<file path="config.mk">
export PLATFORM = sky130hd
export DESIGN_NAME = button_press_duration_qualifier
export DESIGN_NICKNAME = d
export VERILOG_FILES = /design/src/rtl/core/bpdq_pkg.sv /design/src/rtl/core/bpdq_debounce.sv /design/src/rtl/core/bpdq_tracker.sv /design/src/rtl/core/button_press_duration_qualifier.sv
export SDC_FILE = /design/constraint.sdc
export NUM_CORES = 1
export LEC_CHECK = 0
export ABC_AREA = 1
export BUFFER_PORTS_ARGS = -buffer_cell sky130_fd_sc_hd__buf_4
export CAP_MARGIN = 20
export CORE_MARGIN = 2
export CORE_UTILIZATION = 57
export DETAILED_ROUTE_END_ITERATION = 10
export PLACE_DENSITY = 0.77
export SYNTH_ARGS = -nofsm -noshare
export SYNTH_HDL_FRONTEND = slang
export SYNTH_SLANG_ARGS = --single-unit
</file>
<file path="constraint.sdc">
create_clock -name clk -period 3.5 [get_ports clk]
set_clock_uncertainty 0.2 [all_clocks]
set_input_delay 0.175 -clock clk [delete_from_list [all_inputs] [get_ports clk]]
set_output_delay 0.175 -clock clk [all_outputs]
set_load 0.01 [all_outputs]
</file>
<file path="src/rtl/core/bpdq_pkg.sv">
package bpdq_pkg;

    localparam int CFG_W = 24;
    localparam int LIMIT_W = 7;
    localparam int INTEG_W = 8;
    localparam int CFG_INDEX_W = 3;

    typedef enum logic [2:0] {
        EV_UNSET = 3'd0,
        EV_UP    = 3'd1,
        EV_DOWN  = 3'd2,
        EV_PRESS = 3'd3,
        EV_REL   = 3'd4,
        EV_SHORT = 3'd5,
        EV_LONG  = 3'd6
    } event_t;

    typedef enum logic [1:0] {
        LVL_UNSET = 2'd0,
        LVL_UP    = 2'd1,
        LVL_DOWN  = 2'd2
    } level_t;

    typedef enum logic [2:0] {
        PH_INIT     = 3'b001,
        PH_RELEASED = 3'b010,
        PH_PRESSED  = 3'b100
    } phase_t;

    localparam logic [CFG_INDEX_W-1:0] CFG_DEBOUNCE_LIMIT = 3'd0;
    localparam logic [CFG_INDEX_W-1:0] CFG_SHORT_MIN      = 3'd1;
    localparam logic [CFG_INDEX_W-1:0] CFG_SHORT_MAX      = 3'd2;
    localparam logic [CFG_INDEX_W-1:0] CFG_LONG_MIN       = 3'd3;
    localparam logic [CFG_INDEX_W-1:0] CFG_TIME_CAP       = 3'd4;
    localparam logic [CFG_INDEX_W-1:0] CFG_LED_OFF_TIME   = 3'd5;
    localparam logic [CFG_INDEX_W-1:0] CFG_LED_ON_TIME    = 3'd6;

    localparam logic [LIMIT_W-1:0] RST_DEBOUNCE_LIMIT = 7'd50;
    localparam logic [CFG_W-1:0]   RST_SHORT_MIN      = 24'd10000;
    localparam logic [CFG_W-1:0]   RST_SHORT_MAX      = 24'd100000;
    localparam logic [CFG_W-1:0]   RST_LONG_MIN       = 24'd250000;
    localparam logic [CFG_W-1:0]   RST_TIME_CAP       = 24'd1000000;
    localparam logic [CFG_W-1:0]   RST_LED_OFF_TIME   = 24'd250000;
    localparam logic [CFG_W-1:0]   RST_LED_ON_TIME    = 24'd260000;

    typedef struct packed {
        logic [CFG_W-1:0] short_min;
        logic [CFG_W-1:0] short_max;
        logic [CFG_W-1:0] long_min;
        logic [CFG_W-1:0] time_cap;
        logic [CFG_W-1:0] led_off_time;
        logic [CFG_W-1:0] led_on_time;
    } timing_cfg_t;

    typedef struct packed {
        event_t ev;
        logic   led_write;
        logic   led_level;
    } result_t;

endpackage

</file>
<file path="src/rtl/core/bpdq_debounce.sv">
module bpdq_debounce
    import bpdq_pkg::*;
(
    input  logic               clk,
    input  logic               rst_n,
    input  logic               advance,
    input  logic               pin,
    input  logic [LIMIT_W-1:0] limit,
    output level_t             level
);

    logic signed [INTEG_W-1:0] integ_reg;
    logic signed [INTEG_W-1:0] integ_next;
    logic signed [INTEG_W-1:0] lim_pos;
    logic signed [INTEG_W-1:0] lim_neg;

    assign lim_pos = $signed({1'b0, limit});
    assign lim_neg = -lim_pos;

    // Settled only once the integrator already sits at the limit
    always_comb
    begin
        integ_next = integ_reg;
        level      = LVL_UNSET;
        if (pin)
        begin
            if (integ_reg < lim_pos)
                integ_next = integ_reg + 8'sd1;
            else
                level = LVL_UP;
        end
        else
        begin
            if (integ_reg > lim_neg)
                integ_next = integ_reg - 8'sd1;
            else
                level = LVL_DOWN;
        end
    end

    always_ff @(posedge clk or negedge rst_n)
    begin
        if (!rst_n)
            integ_reg <= '0;
        else if (advance)
            integ_reg <= integ_next;
    end

endmodule

</file>
<file path="src/rtl/core/bpdq_tracker.sv">
module bpdq_tracker
    import bpdq_pkg::*;
#(
    parameter int TIME_WIDTH = 24
)
(
    input  logic        clk,
    input  logic        rst_n,
    input  logic        advance,
    input  level_t      level,
    input  timing_cfg_t cfg,
    output result_t     result
);

    localparam int CMP_W = (TIME_WIDTH > CFG_W) ? TIME_WIDTH : CFG_W;

    phase_t                phase_reg;
    phase_t                phase_next;
    logic [TIME_WIDTH-1:0] time_reg;
    logic [TIME_WIDTH-1:0] time_next;
    logic [TIME_WIDTH-1:0] time_inc;
    logic [CMP_W-1:0]      t_ext;

    // Saturate at the cap and at the counter's own width
    always_comb
    begin
        time_inc = time_reg;
        if ((CMP_W'(time_reg) < CMP_W'(cfg.time_cap)) && (time_reg != '1))
            time_inc = time_reg + 1'b1;
    end

    assign t_ext = CMP_W'(time_inc);

    always_comb
    begin
        phase_next       = phase_reg;
        time_next        = time_reg;
        result.ev        = EV_UNSET;
        result.led_write = 1'b0;
        result.led_level = 1'b0;
        case (phase_reg)
            PH_INIT:
            begin
                if (level == LVL_UP)
                begin
                    result.ev  = EV_UP;
                    phase_next = PH_RELEASED;
                end
                else if (level == LVL_DOWN)
                begin
                    result.ev  = EV_DOWN;
                    time_next  = '0;
                    phase_next = PH_PRESSED;
                end
            end
            PH_RELEASED:
            begin
                result.ev = EV_UP;
                if (level == LVL_DOWN)
                begin
                    result.ev  = EV_PRESS;
                    time_next  = '0;
                    phase_next = PH_PRESSED;
                end
            end
            PH_PRESSED:
            begin
                result.ev = EV_DOWN;
                time_next = time_inc;
                if (t_ext == CMP_W'(cfg.led_off_time))
                begin
                    result.led_write = 1'b1;
                    result.led_level = 1'b0;
                end
                else if (t_ext == CMP_W'(cfg.led_on_time))
                begin
                    result.led_write = 1'b1;
                    result.led_level = 1'b1;
                end
                if (level == LVL_UP)
                begin
                    if ((t_ext > CMP_W'(cfg.short_min)) && (t_ext < CMP_W'(cfg.short_max)))
                        result.ev = EV_SHORT;
                    else if (t_ext >= CMP_W'(cfg.long_min))
                    begin
                        // long release always leaves the LED on
                        result.ev        = EV_LONG;
                        result.led_write = 1'b1;
                        result.led_level = 1'b1;
                    end
                    else
                        result.ev = EV_REL;
                    phase_next = PH_RELEASED;
                end
            end
            default:
            begin
                time_next  = '0;
                phase_next = PH_INIT;
            end
        endcase
    end

    always_ff @(posedge clk or negedge rst_n)
    begin
        if (!rst_n)
        begin
            phase_reg <= PH_INIT;
            time_reg  <= '0;
        end
        else if (advance)
        begin
            phase_reg <= phase_next;
            time_reg  <= time_next;
        end
    end

    assert property (@(posedge clk) disable iff (!rst_n)
        (advance && phase_reg == PH_PRESSED && level == LVL_UP) |=> phase_reg == PH_RELEASED)
        else $error("press not ended on settled up");

    assert property (@(posedge clk) disable iff (!rst_n)
        (advance && phase_reg == PH_RELEASED && level == LVL_DOWN) |=> time_reg == '0)
        else $error("press time not cleared at press");

    assert property (@(posedge clk) disable iff (!rst_n)
        (!advance) |=> $stable(time_reg) && $stable(phase_reg))
        else $error("tracker state moved without an item");

endmodule

</file>
<file path="src/rtl/core/button_press_duration_qualifier.sv">
// Button press qualifier: takes one raw pin sample per item (1 released, 0 pressed), debounces
// it with a saturating up/down integrator and reports one result per sample: the settled
// level, press, and plain/short/long release, plus indicator LED writes at two press times.
// Throughput is one item per clock cycle while result_stall does not hold the result; each item passes
// through the sample register, then through the integrator and tracker logic into the result register.
// The critical path is the press-counter increment followed by the 24-bit threshold compares.
// Write configuration registers only while no item is in flight.
module button_press_duration_qualifier
    import bpdq_pkg::*;
#(
    parameter int TIME_WIDTH = 24
)
(
    input  logic                   clk,
    input  logic                   rst_n,
    input  logic                   sample_valid,
    output logic                   sample_stall,
    input  logic                   pin_level,
    output logic                   result_valid,
    input  logic                   result_stall,
    output logic [2:0]             event_res,
    output logic                   led_write,
    output logic                   led_level,
    input  logic                   cfg_write,
    input  logic [CFG_INDEX_W-1:0] cfg_index,
    input  logic [CFG_W-1:0]       cfg_data
);

    logic [LIMIT_W-1:0] limit_reg;
    timing_cfg_t        cfg_reg;
    logic               s1_valid_reg;
    logic               s1_pin_reg;
    logic               res_valid_reg;
    result_t            res_reg;
    logic               advance;
    level_t             level;
    result_t            res_next;

    always_ff @(posedge clk or negedge rst_n)
    begin
        if (!rst_n)
        begin
            limit_reg            <= RST_DEBOUNCE_LIMIT;
            cfg_reg.short_min    <= RST_SHORT_MIN;
            cfg_reg.short_max    <= RST_SHORT_MAX;
            cfg_reg.long_min     <= RST_LONG_MIN;
            cfg_reg.time_cap     <= RST_TIME_CAP;
            cfg_reg.led_off_time <= RST_LED_OFF_TIME;
            cfg_reg.led_on_time  <= RST_LED_ON_TIME;
        end
        else if (cfg_write)
        begin
            case (cfg_index)
                CFG_DEBOUNCE_LIMIT: limit_reg            <= cfg_data[LIMIT_W-1:0];
                CFG_SHORT_MIN:      cfg_reg.short_min    <= cfg_data;
                CFG_SHORT_MAX:      cfg_reg.short_max    <= cfg_data;
                CFG_LONG_MIN:       cfg_reg.long_min     <= cfg_data;
                CFG_TIME_CAP:       cfg_reg.time_cap     <= cfg_data;
                CFG_LED_OFF_TIME:   cfg_reg.led_off_time <= cfg_data;
                CFG_LED_ON_TIME:    cfg_reg.led_on_time  <= cfg_data;
                default:            ;
            endcase
        end
    end

    // Move the held sample on whenever the result register is free or being taken
    assign advance      = s1_valid_reg && (!res_valid_reg || !result_stall);
    assign sample_stall = s1_valid_reg && !advance;

    always_ff @(posedge clk or negedge rst_n)
    begin
        if (!rst_n)
            s1_valid_reg <= 1'b0;
        else if (!sample_stall)
            s1_valid_reg <= sample_valid;
    end

    always_ff @(posedge clk)
    begin
        if (sample_valid && !sample_stall)
            s1_pin_reg <= pin_level;
    end

    bpdq_debounce u_debounce (
        .clk     (clk),
        .rst_n   (rst_n),
        .advance (advance),
        .pin     (s1_pin_reg),
        .limit   (limit_reg),
        .level   (level)
    );

    bpdq_tracker #(
        .TIME_WIDTH (TIME_WIDTH)
    ) u_tracker (
        .clk     (clk),
        .rst_n   (rst_n),
        .advance (advance),
        .level   (level),
        .cfg     (cfg_reg),
        .result  (res_next)
    );

    always_ff @(posedge clk or negedge rst_n)
    begin
        if (!rst_n)
            res_valid_reg <= 1'b0;
        else if (advance)
            res_valid_reg <= 1'b1;
        else if (!result_stall)
            res_valid_reg <= 1'b0;
    end

    always_ff @(posedge clk)
    begin
        if (advance)
            res_reg <= res_next;
    end

    assign result_valid = res_valid_reg;
    assign event_res    = res_reg.ev;
    assign led_write    = res_reg.led_write;
    assign led_level    = res_reg.led_level;

    assert property (@(posedge clk) disable iff (!rst_n)
        (result_valid && event_res == EV_LONG) |-> (led_write && led_level))
        else $error("long release without LED on");

    assert property (@(posedge clk) disable iff (!rst_n)
        (result_valid && !led_write) |-> !led_level)
        else $error("LED level set without a write");

    assert property (@(posedge clk) disable iff (!rst_n)
        sample_stall |-> (s1_valid_reg && res_valid_reg && result_stall))
        else $error("sample stalled with room downstream");

    assert property (@(posedge clk) disable iff (!rst_n)
        advance |=> result_valid)
        else $error("item lost between sample and result register");

endmodule
</file>
== After elaboration in Yosys (flattened, before gate mapping) ==
Cells that the tools add are included.

* Shift operators: 0
* Bitwise gates (word level): 0
* Mux-type cells: 27
* Multiply operators: 0
* $add $sub $neg: 4
* Order comparisons: 6
* Eq/ne operators: 18
* Div/mod/pow operators: 0
* Reduce and logical (&&, ||, !) cells: 22

{| class="wikitable"
|+ Operators with widths
! kind !! number
|-
| two-way mux 24 bit || 3
|-
| case mux 24 bit (3 select lines) || 1
|-
| equality test 24 bit || 2
|-
| < comparator 24 bit || 2
|-
| adder 24 x 1 -> 24 bit (second input constant) || 1
|-
| greater-or-equal comparator 24 bit || 1
|-
| > comparator 24 bit || 1
|-
| two-way mux 8 bit || 3
|-
| inequality test 24 bit (second input constant) || 1
|-
| two-way mux 2 bit || 9
|-
| case mux 3 bit (3 select lines) || 2
|-
| AND reduction 2 bit || 9
|-
| two-way mux 3 bit || 5
|-
| equality test 3 bit (second input constant) || 4
|-
| equality test 3 x 2 -> 1 bit (second input constant) || 3
|-
| adder 8 x 2 -> 8 bit (second input constant) || 1
|-
| > comparator 8 bit || 1
|-
| < comparator 8 bit || 1
|-
| negator 7 -> 8 bit || 1
|-
| subtractor 8 x 2 -> 8 bit (second input constant) || 1
|-
| equality test 3 x 1 -> 1 bit (second input constant) || 2
|-
| inequality test 2 x 1 -> 1 bit (second input constant) || 3
|-
| logical AND 1 bit || 5
|-
| two-way mux 5 bit || 1
|-
| 9 further kinds || 14
|}

* Bits in registers: 194
* Memories: 0
* Bits in latches: 0
* Memory bits (writable): 0
* Bits in read-only memories: 0
* Input port bits: 33

== Longest topological paths before layout ==
Gate-level depths: netlist (run 1).

* Word-level depth: 10
* Depth in mapped cells: 29
* Gate-level depth less buffers: 29

== Hierarchy ==
A second synthesis (run 1) with hierarchy kept.

* Cells, all modules: 1839
* Area, all modules: 13173.9 sq um

{| class="wikitable"
|+ By module, submodules not included
! module !! times used !! area each (sq um) !! seq. area each (sq um) !! cells an instance
|-
| button_press_duration_qualifier || 1 || 6180.9 || 4066.4 || 680
|-
| bpdq_tracker || 1 || 5884.4 || 676.9 || 1002
|-
| bpdq_debounce || 1 || 1108.6 || 200.2 || 157
|}

== Worst setup path after synthesis (run 1) ==
OpenSTA, ideal clock, no wires.

* Path kind: register -> register
* Start point: reg cfg_reg[67] (netlist bit)
* End point: reg res_reg, in the netlist led_level (data pin)
* Clock period less this slack: 3778 ps
* Data required time: 3158 ps
* Path buffers: 1
* Data arrival time: 3437 ps
* Library setup time: 142 ps
* Setup slack: -278 ps
* Stages on the path, launching flop included: 25
* Path through: dfstp_2 > inv_1 > ha_1 > nand2_1 > inv_1 > nand2_1 > nand2_1 > a21oi_1 > nand2_2 > nor2_4 > buf_6 > nand3_1 > nand2_1 > inv_1 > ha_1 > nand4_1 > nor3_1 > nand3_1 > o311ai_0 > nor2_1 > o21ai_0 > inv_1 > nand2_1 > nand3_1 > a21oi_2

* Word-level cells in the longest chain between the ends: 9
* Elaborated cells between the ends (all ways): 14

{| class="wikitable"
|+ RTL lines
! what !! line !! RTL
|-
| start: declaration || button_press_duration_qualifier.sv:30 || <nowiki>timing_cfg_t cfg_reg;</nowiki>
|-
| < comparator 24 bit * || bpdq_tracker.sv:28 || <nowiki>if ((CMP_W'(time_reg) < CMP_W'(cfg.time_cap)) && (time_reg != '1))</nowiki>
|-
| logical AND 1 bit * || bpdq_tracker.sv:28 ||
|-
| two-way mux 24 bit * || bpdq_tracker.sv:28 ||
|-
| parallel branches: the longest is 5 deep, another holds greater-or-equal comparator 24 bit || -- ||
|-
| two-way mux 5 bit * || bpdq_tracker.sv:80 || <nowiki>if (level == LVL_UP)</nowiki>
|-
| end signal: assignment || button_press_duration_qualifier.sv:117 || <nowiki>res_reg <= res_next;</nowiki>
|-
| end: declaration || button_press_duration_qualifier.sv:34 || <nowiki>result_t res_reg;</nowiki>
|}

Every way passes the cells marked *.
A chain may end at the register's enable or synchronous reset.

== Worst setup path in the final report (run 1) ==
* Start point: reg cfg_reg[62] (netlist bit)
* End point: reg res_reg, in the netlist led_write (data pin)

Same word-level chain as after synthesis.

==> results of run 1 <==
cells in the final DEF (no fill, tap or decap), types with 16 or more instances in the layout:
master / n
nand3b_1: 47
nand2_1: 434
nand3_2: 16
o22ai_1: 20
xor2_1: 25
a21oi_1: 32
dfstp_2: 47
buf_4: 223
dfrtp_1: 141
ha_4: 18
inv_2: 16
ha_1: 95
nor2_1: 102
nand2_4: 20
inv_1: 231
clkbuf_16: 18
a21oi_2: 18
o21ai_0: 165
nand3_1: 42
nand2_2: 37
dlygate4sd3_1: 27
metrics by stage:
step	setup TNS [ns]	worst slack, ns	cells	cell area [um^2]
after global routing	-6.14	-0.820	2200	16400
after floorplan	-0.475	-0.147	1657	12900
after detailed placement	-2.91	-0.771	2109	14600
final	-2.27	-0.615	2200	16400
after global placement	-2.39	-0.646	2109	14600
after CTS	-1.64	-0.432	2181	15900
logic make-up (layout without fill, tap and decap cells):
group | count (synthesis) | after routing | synth area share [%]
buffers and inverters | 297 | 556 | 9.26
adders and majority gates | 117 | 117 | 11.7
DFF | 194 | 194 | 39.3
AOI/OAI and AO/OA | 268 | 268 | 11.4
and+or+nand+nor | 751 | 755 | 26.3
xor gates and xnor gates | 30 | 30 | 2.09
metal layers:
metal	up-vias	share of wire (%)	global-route usage, %
li1	5825	-	-
met1	5824	41	45.2
met2	606	47	52.5
met3	119	8.8	6.23
met4	0	3.4	12.7
met5	-	0	0
layout make-up:
type	count	area [um^2]
inverter	255	982
multi-input combinational	1170	7340
clock inverter	14	118
tap	280	350
clock buffer	18	429
timing repair buffer	269	2260
sequential	194	4940
fill	1521	5330
worst max-delay path, cell delays in order (launching register included):
cell and delay (ns):
dfstp_2 0.54, inv_2 0.05, ha_4 0.26, nand2_4 0.05, nor2_4 0.11, nand4_1 0.18
nor2_4 0.26, nand2_4 0.11, buf_12 0.15, nand2_8 0.12, nand2_4 0.08, nand2_4 0.08
inv_4 0.05, ha_1 0.31, nand2_4 0.08, nor2_2 0.04, a211oi_2 0.22, nor2_1 0.08
a21oi_2 0.14, o311ai_2 0.11, nor2_1 0.15, o21ai_2 0.10, inv_2 0.08, nand2_2 0.06
a31oi_1 0.17, nor2_1 0.05
final timing paths:
path	start	depth (start not counted)	slack, ns	endpoint
hold / removal	cfg_data[6]	3	0.02	cfg_reg[126]$_DFFE_PN0P_
setup / recovery	cfg_reg[62]$_DFFE_PN1P_	25	-0.61	led_write$_SDFFCE_PN0P_
max in group asynchronous	rst_n	3	2.04	cfg_reg[65]$_DFFE_PN1P_
min in group asynchronous	rst_n	2	0.12	cfg_reg[108]$_DFFE_PN0P_
setup reg to reg	cfg_reg[62]$_DFFE_PN1P_	25	-0.61	led_write$_SDFFCE_PN0P_
hold reg to reg	cfg_reg[61]$_DFFE_PN0P_	2	0.29	cfg_reg[61]$_DFFE_PN0P_
timing repair:
item                       in CTS  in global routing
gates cloned                    4                  2
hold buffers                   27                  0
pin swaps                      31                 58
gates resized for setup        64                 87
hold endpoints to repair      198                  0
buffers inserted                9                 17
setup endpoints to repair       4                 37
report_power, final:
| group | switching [mW] | total [mW] | leakage [nW] | internal (mW) |
|---|---|---|---|---|
| sequential | 0.321 | 3.06 | 2.35 | 2.74 |
| clock | 0.959 | 1.89 | 0.275 | 0.935 |
| combinational | 1.48 | 2.53 | 5.95 | 1.05 |
| total | 2.76 | 7.49 | 8.58 | 4.73 |
==> run_results.csv, run 1 <==
group,metric,value,unit
status,outcome,"complete, but fails checks",
status,violations,"setup timing",
pwr,power,7.49,mW
synthesis,synthTopCellsByArea,"dfrtp_1 (28%), nand2_1 (14%), ha_1 (12%), dfstp_2 (9.8%), inv_1 (7.5%)",
clock_network,root_buffer,"clkbuf_16",
timing,period_share,118,%
clock_network,cts_tree,"done",
layout,area_growth,30.6,%
grt,track_usage,33.1,%
floorplanning,rows,54,
place,place.gp.congestion,1.01,
grt,grt_pass1_vias,12100,
timing,max_slew_margin,54.1,%
synthesis,yosysSeqAreaShare,39.3,%
floorplanning,core,0.0218,mm^2
synthesis,yosysTopAreaCellShare,28.0,%
layout,layout.nets,2057,
setup_path,crit_type,"reg2reg",
clock_network,h-tree-depth,4,
timing,rsz0062_at_grt,"true",
timing,final_max_slew_viol_count,0,
synthesis,synth_top_area_cell,"dfrtp_1",
setup_path,path_max_fanout,6,
floorplanning,initial_core_util,57.8,%
grt,grt_pass1_wl,61300,um
timing,setup_viol,4,
synthesis,synthesis.area,0.0126,mm^2
synthesis,syn-num-nets,1807,
flow_run,maxCapViolCount,0,
pwr,p_per_area,456,mW/mm^2
synthesis,synth.top_cells.by_count,"nand2_1 (467), inv_1 (252), o21ai_0 (172)",
setup_path,worst_setup_path_end_kind,"register",
synthesis,async_reset_ff_share,96.9,%
timing,tightest_slew,0.683,ns
clock_network,clk_path_buf_depth,2,
synthesis,netlist_instances,1657,
grt,antenna_found_initial,0,
route,wl_per_cell,17.9,um
synthesis,yosysMostFrequentCell,"nand2_1",
floorplanning,die_area,0.0233,mm^2
route,via_per_inst,5.62,
clock_network,numCtsBuffers,17,
layout,largest_register_ffs,144,
pwr,p_leak,8.58,nW
place,hpwlAfterDp,27800,um
floorplanning,ios,40,
clock_network,clock_latency,0.45,ns
synthesis,synth_warnings,0,
timing,finalHoldViolations,0,
synthesis,synth_cell_types,44,
synthesis,synth_top_flop_cell,"dfrtp_1",
route,ant_nets,0,
route,drt_first_pass_iters,7,
min_path,hp-class,"in2reg",
setup_path,crit_arrival,4.12,ns
timing,max_freq,243,MHz
floorplanning,fp.dieW,153,um
clock_network,cts.sinks,194,
layout,antenna_cells,0,
synthesis,syn_area_per_cell,7.59,um^2
grt,grt-ovfl-total,0,
place,numPortBuffers,39,
route,vias,12400,
synthesis,synth_edf_count,6,
timing,setup_ws,-0.615,ns
grt,grt_max_degree,83,
layout,postLayoutCoreUtil,75.5,%
timing,holdWs,0.0186,ns
timing,fin_crit,4.11,ns
setup_path,start_kind,"register",
pwr,vdd_ir_drop_max,0.395,mV
setup_path,crit_required,3.50,ns
route,wirelength,39400,um
route,drtIter0Drc,1306,
synthesis,synth-seq-cells,194,
layout,drive_gt1_share,26.3,%
route,drc_errors,0,
clock_network,clkSlewWorstSetupHoldPaths,0.08,ns
floorplanning,die_h,153,um
Power figures use the tool's default switching activity.
==> run 2: changes to the inputs <==
- CORE_UTILIZATION: 57 -> 58
- PLACE_DENSITY: 0.77 -> 0.78
- SYNTH_HIERARCHICAL: not set -> 1
==> run_results.csv, run 2 <==
group,metric,value,unit
route,via_per_inst,5.61,
pwr,switchingPower,2.93,mW
synthesis,synth_warnings,6,
min_path,hp-start,"cfg_index[1]",
floorplanning,ios,40,
route,wirelength,43300,um
place,numPortBuffers,39,
layout,layout.nets,2233,
floorplanning,initial_core_util,58.7,%
synthesis,synth_top_area_cell,"dfrtp_1",
grt,grt_pass1_wl,67800,um
pwr,power_frac_seq,39.2,%
place,place.gp.congestion,0.998,
timing,finalHoldViolations,1,
synthesis,syn-num-nets,1989,
grt,track_usage,36.5,%
place,placed_cell_area,0.0153,mm^2
synthesis,yosysSeqAreaShare,37.5,%
grt,grt_pass1_vias,13100,
place,numPlacedInstances,2294,
synthesis,synthesis.area,0.0132,mm^2
setup_path,cp_top_family,"simple AND/OR/NAND/NOR gates",
clock_network,clkSlewWorstSetupHoldPaths,0.08,ns
timing,fin_crit,4.03,ns
layout,postLayoutCoreUtil,75.7,%
timing,rsz0062_at_grt,"true",
setup_path,path_max_fanout,8,
synthesis,synth_top_flop_cell,"dfrtp_1",
setup_path,r2r-start,"cfg_reg[66]$_DFFE_PN1P_",
flow_run,maxCapViolCount,0,
setup_path,cp.buffers_inverters,7,
layout,num-fill-cells,1687,
pwr,p_comb_share,33.4,%
setup_path,crit_type,"reg2reg",
timing,final_max_slew_viol_count,0,
layout,largest_register_ffs,144,
setup_path,slowest_stage,"dfstp_2",
pwr,p_sw_share,37.6,%
synthesis,netlist_instances,1839,
layout,drive_gt1_share,23.2,%
setup_path,crit_required,3.50,ns
route,drtIter0Drc,1207,
timing,max_slew_margin,41.4,%
layout,final_common_cell,"nand2_1",
setup_path,crit_top_cell,"nand2_1",
pwr,vdd_ir_drop_max,0.270,mV
layout,final_cell_mix,"nand2_1 (706), buf_4 (217), inv_1 (201)",
place,dp_worst_setup_slack,-0.652,ns
synthesis,synth.top_cells.by_count,"nand2_1 (742), inv_1 (225), dfrtp_1 (141)",
clock_network,cts.sinks,194,
synthesis,synth_edf_count,6,
setup_path,rr_endpoint,"led_write$_DFFE_PP_",
grt,antenna_found_initial,0,
status,violations,"hold timing, setup timing",
route,wl_per_cell,18.2,um
setup_path,worst_setup_path_end_kind,"register",
timing,tightest_slew,0.877,ns
grt,grt_max_degree,88,
setup_path,start_kind,"register",
synthesis,yosysTopAreaCellShare,26.8,%
synthesis,syn_area_per_cell,7.16,um^2
clock_network,h-tree-depth,4,
floorplanning,rows,55,
pwr,power,7.81,mW
pwr,p_int,4.88,mW
route,drt_first_pass_iters,6,
timing,holdWs,-0.0145,ns
floorplanning,die_h,155,um
clock_network,root_buffer,"clkbuf_16",
route,vias,13400,
clock_network,cts_tree,"done",
timing,setup_ws,-0.528,ns
floorplanning,die_area,0.0239,mm^2
route,drc_errors,0,
min_path,holdPathEnd,"cfg_reg[74]$_DFFE_PN0P_",
setup_path,rr_worst_depth,25,
route,ant_nets,0,
synthesis,async_reset_ff_share,96.9,%
synthesis,yosysMostFrequentCell,"nand2_1",
timing,setup_viol,4,
timing,period_share,115,%
layout,stdcell_count,2381,
status,outcome,"complete, but fails checks",
setup_path,slowest_delay,0.55,ns
place,hpwlAfterDp,31600,um
pwr,power_frac_clock,27.3,%
pwr,p_leak,9.04,nW
synthesis,synth-seq-cells,194,
synthesis,synth_cell_types,47,
floorplanning,core,0.0224,mm^2
clock_network,clock_latency,0.45,ns
setup_path,crit_arrival,4.03,ns
floorplanning,fp.dieW,155,um
min_path,min_delay_path_depth,5,
grt,grt-ovfl-total,0,
layout,area_growth,28.9,%
timing,max_freq,248,MHz
synthesis,synthTopCellsByArea,"dfrtp_1 (27%), nand2_1 (21%), ha_1 (11%), dfstp_2 (9.4%), inv_1 (6.4%)",
min_path,hp-class,"in2reg",
clock_network,clk_path_buf_depth,2,
clock_network,numCtsBuffers,17,
layout,antenna_cells,0,
setup_path,worstSetupStartpoint,"cfg_reg[66]$_DFFE_PN1P_",
pwr,p_per_area,460,mW/mm^2
setup_path,rrSetupSlack,-0.53,ns
layout,stdcell_area,0.0170,mm^2
[run 2: cell count changes after synthesis, sizes merged, moves of 5 or more]
cell    previous run  this run
o21ai            172        14
nand3b            47        39
a21oi             52        46
and3               0         5
nor2             113       119
nand2            491       761
nand4             15        44
buf                7        35
clkbuf            35        10
inv              255       235
nand3             68       131
[run 2: through the flow]
step | hold slack [ns] | setup TNS (ns)
6_report | -0.0145 | -1.90
5_1_grt | 0.0301 | -2.37
3_3_place_gp | 0.0720 | -1.99
3_5_place_dp | 0.0749 | -2.41
2_1_floorplan | -0.321 | -0.0366
4_1_cts | 0.0304 | -1.52
[run 2: layer usage]
| metal | track usage, % | vias to the layer above | routed length, um |
|---|---|---|---|
| li1 | - | 6350 | - |
| met1 | 49.2 | 6329 | 18300 |
| met2 | 59.2 | 556 | 20100 |
| met3 | 6.22 | 121 | 3180 |
| met4 | 14.2 | 0 | 1630 |
| met5 | 0 | - | 0 |
[run 2: power by group through the flow]
stage	registers (mW)	logic [mW]	clock network, mW
2_1_floorplan	2.99	1.64	0
5_1_grt	3.12	2.93	2.25
3_3_place_gp	3.07	2.26	0
3_5_place_dp	3.09	2.36	0
4_1_cts	3.05	2.50	2.15
6_report	3.07	2.61	2.14
[run 2: logic make-up after synthesis]
family | after synthesis | synth area share [%]
buf+inv | 280 | 8.41
xor+xnor | 26 | 1.73
fa+ha+maj | 117 | 11.2
simple gates | 1115 | 36.3
flops | 194 | 37.5
compound gates | 107 | 4.87
[run 2: final cells by class]
| class | count | area, um^2 | share of cell area (%) |
|---|---|---|---|
| inverter | 235 | 897 | 5.28 |
| sequential | 194 | 4940 | 29.1 |
| timing repair buffer | 270 | 2330 | 13.8 |
| multi-input combinational | 1365 | 7810 | 46.0 |
| tap | 285 | 357 | 2.10 |
| clock buffer | 17 | 425 | 2.51 |
| clock inverter | 15 | 209 | 1.23 |
[run 2: worst min-delay path: stages]
cell and delay [ns]:
buf_4 0.14, nand2_1 0.10, nor2_2 0.07, nand2_1 0.06
nand2_1 0.04
[run 2: worst max-delay path by stage]
stage                        endpoint  cells past startpoint
2_1_floorplan     led_write$_DFFE_PP_                     25
3_3_place_gp   event_res[1]$_DFFE_PP_                     21
3_5_place_dp      led_write$_DFFE_PP_                     21
4_1_cts           led_write$_DFFE_PP_                     23
5_1_grt           led_write$_DFFE_PP_                     28
6_report          led_write$_DFFE_PP_                     25
[run 2: repair_timing]
action / CTS / global route
cloned: 2 / 0
buffers inserted: 12 / 6
resized for setup: 76 / 29
pin swaps: 40 / 29
hold buffers: 32 / 2
endpoints found under the hold margin: 216 / 2
setup endpoints to repair: 4 / 27
